<file path="src/sv/hwc_pkg.sv">
package hwc_pkg;

  localparam int PHASE_BITS = 24;
  localparam int STEP_W = 24;
  localparam int SUM_W = ((PHASE_BITS > STEP_W) ? PHASE_BITS : STEP_W) + 1;
  localparam int CHAN_W = 8;

  localparam int PADDR_W = 3;
  localparam int PDATA_W = 32;
  localparam int REG_IDX_W = PADDR_W - 2;

  localparam logic [REG_IDX_W-1:0] REG_PHASE_STEP = REG_IDX_W'(0);
  localparam logic [STEP_W-1:0] STEP_RESET = STEP_W'(6711);

  typedef logic [PHASE_BITS-1:0] phase_t;
  typedef logic [STEP_W-1:0] step_t;
  typedef logic [CHAN_W-1:0] chan_t;

  typedef struct packed {
    logic   valid;
    phase_t phase;
  } stage_t;

  typedef struct packed {
    chan_t red;
    chan_t green;
    chan_t blue;
  } rgb_t;

endpackage

</file>
<file path="src/sv/hwc_cfg_regs.sv">
module hwc_cfg_regs (
  input  logic                         clk,
  input  logic                         rst_n,
  input  logic                         psel,
  input  logic                         penable,
  input  logic                         pwrite,
  input  logic [hwc_pkg::PADDR_W-1:0]  paddr,
  input  logic [hwc_pkg::PDATA_W-1:0]  pwdata,
  output logic [hwc_pkg::PDATA_W-1:0]  prdata,
  output logic                         pready,
  output hwc_pkg::step_t               phase_step
);

  hwc_pkg::step_t step_r;
  hwc_pkg::step_t step_nxt;
  logic [hwc_pkg::REG_IDX_W-1:0] reg_idx;
  logic wr_en;

  assign reg_idx = paddr[hwc_pkg::PADDR_W-1:2];
  assign pready = 1'b1;
  assign wr_en = psel && penable && pwrite && pready;

  always_comb begin
    step_nxt = step_r;
    if (wr_en && (reg_idx == hwc_pkg::REG_PHASE_STEP)) begin
      step_nxt = pwdata[hwc_pkg::STEP_W-1:0];
    end
  end

  always_ff @(posedge clk) begin
    if (!rst_n) begin
      step_r <= hwc_pkg::STEP_RESET;
    end else begin
      step_r <= step_nxt;
    end
  end

  always_comb begin
    prdata = '0;
    if (reg_idx == hwc_pkg::REG_PHASE_STEP) begin
      prdata = hwc_pkg::PDATA_W'(step_r);
    end
  end

  assign phase_step = step_r;

endmodule

</file>
<file path="src/sv/hwc_phase_acc.sv">
module hwc_phase_acc (
  input  logic            clk,
  input  logic            rst_n,
  input  logic            accept,
  input  logic            advance,
  input  logic            drain,
  input  hwc_pkg::step_t  phase_step,
  output hwc_pkg::stage_t stage
);

  hwc_pkg::phase_t phase_r;
  hwc_pkg::phase_t phase_nxt;
  hwc_pkg::phase_t stage_phase_r;
  logic stage_valid_r;
  logic stage_valid_nxt;
  logic [hwc_pkg::SUM_W-1:0] sum;

  // Sum reaching one full turn clears the phase instead of wrapping.
  always_comb begin
    sum = hwc_pkg::SUM_W'(phase_r) + hwc_pkg::SUM_W'(phase_step);
    phase_nxt = phase_r;
    if (advance) begin
      if (sum[hwc_pkg::SUM_W-1:hwc_pkg::PHASE_BITS] != '0) begin
        phase_nxt = '0;
      end else begin
        phase_nxt = sum[hwc_pkg::PHASE_BITS-1:0];
      end
    end
  end

  always_comb begin
    stage_valid_nxt = stage_valid_r;
    if (accept) begin
      stage_valid_nxt = 1'b1;
    end else if (drain) begin
      stage_valid_nxt = 1'b0;
    end
  end

  always_ff @(posedge clk) begin
    if (!rst_n) begin
      phase_r <= '0;
      stage_valid_r <= 1'b0;
    end else begin
      stage_valid_r <= stage_valid_nxt;
      if (accept) begin
        phase_r <= phase_nxt;
      end
    end
  end

  always_ff @(posedge clk) begin
    if (accept) begin
      stage_phase_r <= phase_nxt;
    end
  end

  assign stage.valid = stage_valid_r;
  assign stage.phase = stage_phase_r;

endmodule

</file>
<file path="src/sv/hwc_rgb_conv.sv">
module hwc_rgb_conv (
  input  logic            clk,
  input  logic            rst_n,
  input  hwc_pkg::stage_t stage,
  input  logic            load,
  input  logic            unload,
  output logic            valid,
  output hwc_pkg::rgb_t   rgb
);

  localparam int PB = hwc_pkg::PHASE_BITS;

  logic [PB+2:0] scaled;
  logic [2:0] sector;
  logic [PB-1:0] frac;
  logic [PB:0] fall;
  logic [PB+8:0] ramp_prod;
  hwc_pkg::chan_t ramp;
  hwc_pkg::rgb_t rgb_nxt;
  hwc_pkg::rgb_t rgb_r;
  logic valid_r;
  logic valid_nxt;

  always_comb begin
    scaled = (PB+3)'(stage.phase) * (PB+3)'(6);
    sector = scaled[PB+2:PB];
    frac = scaled[PB-1:0];
    fall = {1'b1, {PB{1'b0}}} - {1'b0, frac};
    if (sector[0]) begin
      ramp_prod = (PB+9)'(fall) * (PB+9)'(255);
    end else begin
      ramp_prod = (PB+9)'(frac) * (PB+9)'(255);
    end
    ramp = ramp_prod[PB+7:PB];
  end

  always_comb begin
    case (sector)
      3'd0: rgb_nxt = '{red: 8'd255, green: ramp, blue: 8'd0};
      3'd1: rgb_nxt = '{red: ramp, green: 8'd255, blue: 8'd0};
      3'd2: rgb_nxt = '{red: 8'd0, green: 8'd255, blue: ramp};
      3'd3: rgb_nxt = '{red: 8'd0, green: ramp, blue: 8'd255};
      3'd4: rgb_nxt = '{red: ramp, green: 8'd0, blue: 8'd255};
      default: rgb_nxt = '{red: 8'd255, green: 8'd0, blue: ramp};
    endcase
  end

  always_comb begin
    valid_nxt = valid_r;
    if (load) begin
      valid_nxt = 1'b1;
    end else if (unload) begin
      valid_nxt = 1'b0;
    end
  end

  always_ff @(posedge clk) begin
    if (!rst_n) begin
      valid_r <= 1'b0;
    end else begin
      valid_r <= valid_nxt;
    end
  end

  always_ff @(posedge clk) begin
    if (load) begin
      rgb_r <= rgb_nxt;
    end
  end

  assign valid = valid_r;
  assign rgb = rgb_r;

endmodule

</file>
<file path="src/sv/hue_wheel_color_cycler.sv">
// Path: an accepted word is registered in the phase stage, then moves into the result register
// when the output side is free, and it leaves the block from there.
// Throughput: one word per cycle; a word is accepted each cycle the phase stage is free
// or moves on; in_ready follows out_ready combinationally once both registers hold words.
// Reset: synchronous, active-low rst_n clears the hue phase to zero, empties both stages
// and sets phase_step to 6711.
module hue_wheel_color_cycler (
  input  logic                         clk,
  input  logic                         rst_n,
  input  logic                         in_valid,
  output logic                         in_ready,
  input  logic                         in_advance,
  output logic                         out_valid,
  input  logic                         out_ready,
  output logic [7:0]                   out_red,
  output logic [7:0]                   out_green,
  output logic [7:0]                   out_blue,
  input  logic                         psel,
  input  logic                         penable,
  input  logic                         pwrite,
  input  logic [hwc_pkg::PADDR_W-1:0]  paddr,
  input  logic [hwc_pkg::PDATA_W-1:0]  pwdata,
  output logic [hwc_pkg::PDATA_W-1:0]  prdata,
  output logic                         pready
);

  hwc_pkg::step_t phase_step;
  hwc_pkg::stage_t stage;
  hwc_pkg::rgb_t rgb;
  logic accept;
  logic out_free;
  logic stage_move;

  assign out_free = !out_valid || out_ready;
  assign stage_move = stage.valid && out_free;
  assign in_ready = !stage.valid || stage_move;
  assign accept = in_valid && in_ready;

  hwc_cfg_regs u_cfg (
    .clk        (clk),
    .rst_n      (rst_n),
    .psel       (psel),
    .penable    (penable),
    .pwrite     (pwrite),
    .paddr      (paddr),
    .pwdata     (pwdata),
    .prdata     (prdata),
    .pready     (pready),
    .phase_step (phase_step)
  );

  hwc_phase_acc u_phase (
    .clk        (clk),
    .rst_n      (rst_n),
    .accept     (accept),
    .advance    (in_advance),
    .drain      (stage_move),
    .phase_step (phase_step),
    .stage      (stage)
  );

  hwc_rgb_conv u_conv (
    .clk    (clk),
    .rst_n  (rst_n),
    .stage  (stage),
    .load   (stage_move),
    .unload (out_ready),
    .valid  (out_valid),
    .rgb    (rgb)
  );

  assign out_red = rgb.red;
  assign out_green = rgb.green;
  assign out_blue = rgb.blue;

endmodule

</file>
<file path="config.mk">
export PLATFORM = sky130hd
export DESIGN_NAME = hue_wheel_color_cycler
export DESIGN_NICKNAME = d
export VERILOG_FILES = /design/src/sv/hwc_pkg.sv /design/src/sv/hwc_cfg_regs.sv /design/src/sv/hwc_phase_acc.sv /design/src/sv/hwc_rgb_conv.sv /design/src/sv/hue_wheel_color_cycler.sv
export SDC_FILE = /design/constraint.sdc
export NUM_CORES = 1
export LEC_CHECK = 0
export BUFFER_PORTS_ARGS = -buffer_cell sky130_fd_sc_hd__clkbuf_2
export CORE_MARGIN = 2
export CORE_UTILIZATION = 40
export CTS_CLUSTER_DIAMETER = 200
export DETAILED_ROUTE_END_ITERATION = 6
export PLACE_DENSITY = 0.7
export SLEW_MARGIN = 20
export SYNTH_ARGS = -nofsm -noshare
export SYNTH_HDL_FRONTEND = slang
export SYNTH_SLANG_ARGS = --single-unit
</file>
<file path="constraint.sdc">
create_clock -name clk -period 8.5 [get_ports clk]
set_input_delay 0.425 -clock clk [delete_from_list [all_inputs] [get_ports clk]]
set_output_delay 0.425 -clock clk [all_outputs]
set_load 0.02 [all_outputs]
</file>
==> impl_metrics.tcl <==
set metrics [dict create \
    dp_cells 2153 \
    synth_area_leader_cell "fa_1" \
    fin_cells 2174 \
    worst_ep_required_time_ps 8590 \
    setup_viol 0 \
    die_w_um 196 \
    ant_nets 0 \
    fillers 3350 \
    vias 10900 \
    n_antenna_cell 0 \
    fin_crit_sh 0.951 \
    synth_area_mm2 0.0148 \
    drtIter0Drc 489 \
    seq_area_frac_synth 0.165 \
    netlist_instances 1600 \
    grt_pass1_wl_um 51800 \
    synth_edf_count 48 \
    grt_pass1_vias 11100 \
    cts_tree "built" \
    yosys_warnings 0 \
    relSlewSlack 0.386 \
    hp-class "input port to register" \
    place_hpwl_um 25600 \
    port_buffers 82 \
    clk_latency_ps 360 \
    cpPeakStageDelay_ps 520 \
    status "complete, no violations" \
    grtUsageTotal 0.160 \
    pin_count 102 \
    end_kind "register" \
    fmax_ghz 0.124 \
    vias_per_cell 5.01 \
    fin_worst_skew_ps 9.45 \
    fin_crit_ps 8080 \
    numClockSinks 98 \
    grt_max_degree 53 \
    synth.top_cell.area_share 0.245 \
    wire_per_inst_um 13.7 \
    synth_ff_type "dfxtp_1" \
    holdWs_ps 278 \
    core_area_mm2 0.0365 \
    wl_um 29700 \
    rows 70 \
    synth_cell_type_count 76 \
    grt.overflow.total 0 \
    cts_buffers 9 \
    tightestPinTransition_ps 917 \
    avgSynthCellArea_um2 9.25 \
    drive_above_1_share 0.115 \
    dr.pass1.iters 4 \
    ys_top_cells_by_area "fa_1 (24%), ha_1 (16%), edfxtp_1 (9.7%)" \
    ys_seq_elements 98 \
    htree_num_levels 3 \
    nets 2114 \
    drv_slew 0 \
    cpMaxStageDelayCell "fa_1" \
    cts_root_buffer "clkbuf_16" \
    path_max_fanout 5 \
    antenna_found_initial 0 \
    crit_path_start_kind "register" \
    area_growth_pct 10.5 \
    utilization 0.448 \
    async_reset_ff_frac 0 \
    dieArea_mm2 0.0386 \
    cap_viol_max_count 0 \
    start_util 0.405 \
    place_congestion 0.872 \
    setup_tns_ps 0 \
    route.detailed.drc 0 \
    clkTransAtPathRegs_ps 80 \
    hold_viol 0 \
    die_y_um 196 \
    critPathArrivalTime_ps 8170 \
    critPathKind "register to register" \
    max-clock-path-buffers 2 \
]
logic make-up (layout without fill, tap and decap cells):
group           count (synthesis)  in the layout  share of synthesized area
fa+ha+maj                     372            372                      0.406
buf+inv                       360            459                     0.0951
compound gates                351            351                      0.157
simple gates                  294            294                     0.0964
xor+xnor                      118            118                     0.0769
flops                          98             98                      0.165
mux                             5              5                    0.00338
other cells                     2              9                   0.000507
sequential cells by signal, indices dropped and copies added, names as in the netlist:
name,count
u_phase.stage_phase_r,24
u_conv.rgb,24
u_cfg.phase_step,24
u_phase.phase_r,24
u_conv.valid,1
u_phase.stage_valid_r,1
synth_stat cells, types with 6 or more instances:
master / count
xor2_1: 43
a21boi_0: 18
ha_1: 189
a211o_1: 7
xnor2_1: 65
xnor2_2: 6
o22ai_1: 13
a31oi_1: 7
o21ai_0: 71
o21a_1: 14
buf_4: 9
a21o_1: 51
o211ai_1: 9
nand2b_1: 9
inv_1: 313
and3_1: 16
and2_1: 12
edfxtp_1: 48
nor2_1: 45
a211oi_1: 12
nand2_1: 111
o21bai_1: 14
nand3_1: 31
clkbuf_1: 28
or3_1: 7
dfxtp_1: 50
o21ba_2: 7
a21oi_1: 82
nor2b_1: 37
fa_1: 181
o31ai_1: 9
routing by layer:
layer / global-route usage / wire length (µm) / vias up
li1: - / - / 5452
met1: 0.215 / 13800 / 5248
met2: 0.283 / 14800 / 178
met3: 0.0140 / 791 / 23
met4: 0.0323 / 357 / 0
met5: 0 / 0 / -
metrics by stage:
stage	cell area, µm²	setup slack (ps)
floorplan	14800	60.4
detailed placement	15900	69.4
finish	16400	421
global route	16400	-32.5
global placement	15900	212
CTS	16200	32.2
layout make-up:
class / instances / area, µm² / area share
clock buffers: 10 / 250 / 0.0153
clock inverters: 6 / 55.1 / 0.00336
inverters: 319 / 1210 / 0.0739
multi-input cells: 1149 / 11100 / 0.678
flip-flops and latches: 98 / 2440 / 0.149
well taps: 468 / 586 / 0.0358
repair buffers: 124 / 726 / 0.0443
path summary, 6_finish.rpt:
check,startpoint,end,slack (ps),cells after the start
hold / removal,pwdata[4],u_cfg.phase_step[4],280,3
setup reg to reg,u_phase.stage_phase_r[1],u_conv.rgb[10],420,34
setup / recovery,u_phase.stage_phase_r[1],u_conv.rgb[10],420,34
hold reg to reg,u_cfg.phase_step[19],u_cfg.phase_step[19],490,2
critical path, delay by kind of cell, from the launching register on:
family	cells	cell delay, ps
multiplexers	1	200
flip-flops	1	410
AO/OA/AOI/OAI	8	1450
AND/OR/NAND/NOR	9	1890
buffers and inverters	6	500
XOR/XNOR	2	560
adder cells (fa/ha/maj)	8	2800
timing repair:
| action | CTS | global route |
|---|---|---|
| gates resized for setup | 0 | 25 |
| setup endpoints to repair | 0 | 21 |
| hold endpoints to repair | 0 | 0 |
| hold buffers | 0 | 0 |
| buffers inserted | 0 | 5 |
placed cells by master, fill, tap and decap left out, drive strengths merged, types with 7 or more instances in the layout:
cell type	Yosys	layout
inv	316	319
ha	189	189
fa	181	181
nand2	111	111
clkbuf	28	92
a21oi	84	84
o21ai	74	74
xnor2	72	72
a21o	53	53
dfxtp	50	50
edfxtp	48	48
nor2	45	45
xor2	45	45
buf	13	42
nor2b	37	37
nand3	31	31
a21boi	18	18
and3	16	16
o21a	14	14
o21bai	14	14
o22ai	14	14
and2	12	12
a211oi	12	12
o211ai	9	9
nand2b	9	9
o31ai	9	9
conb	2	9
or3	7	7
a211o	7	7
o21ba	7	7
a31oi	7	7
Power is left out: the tool's default activity adds up to more than one toggle a clock period on the data nets, which glitch-free logic cannot reach.
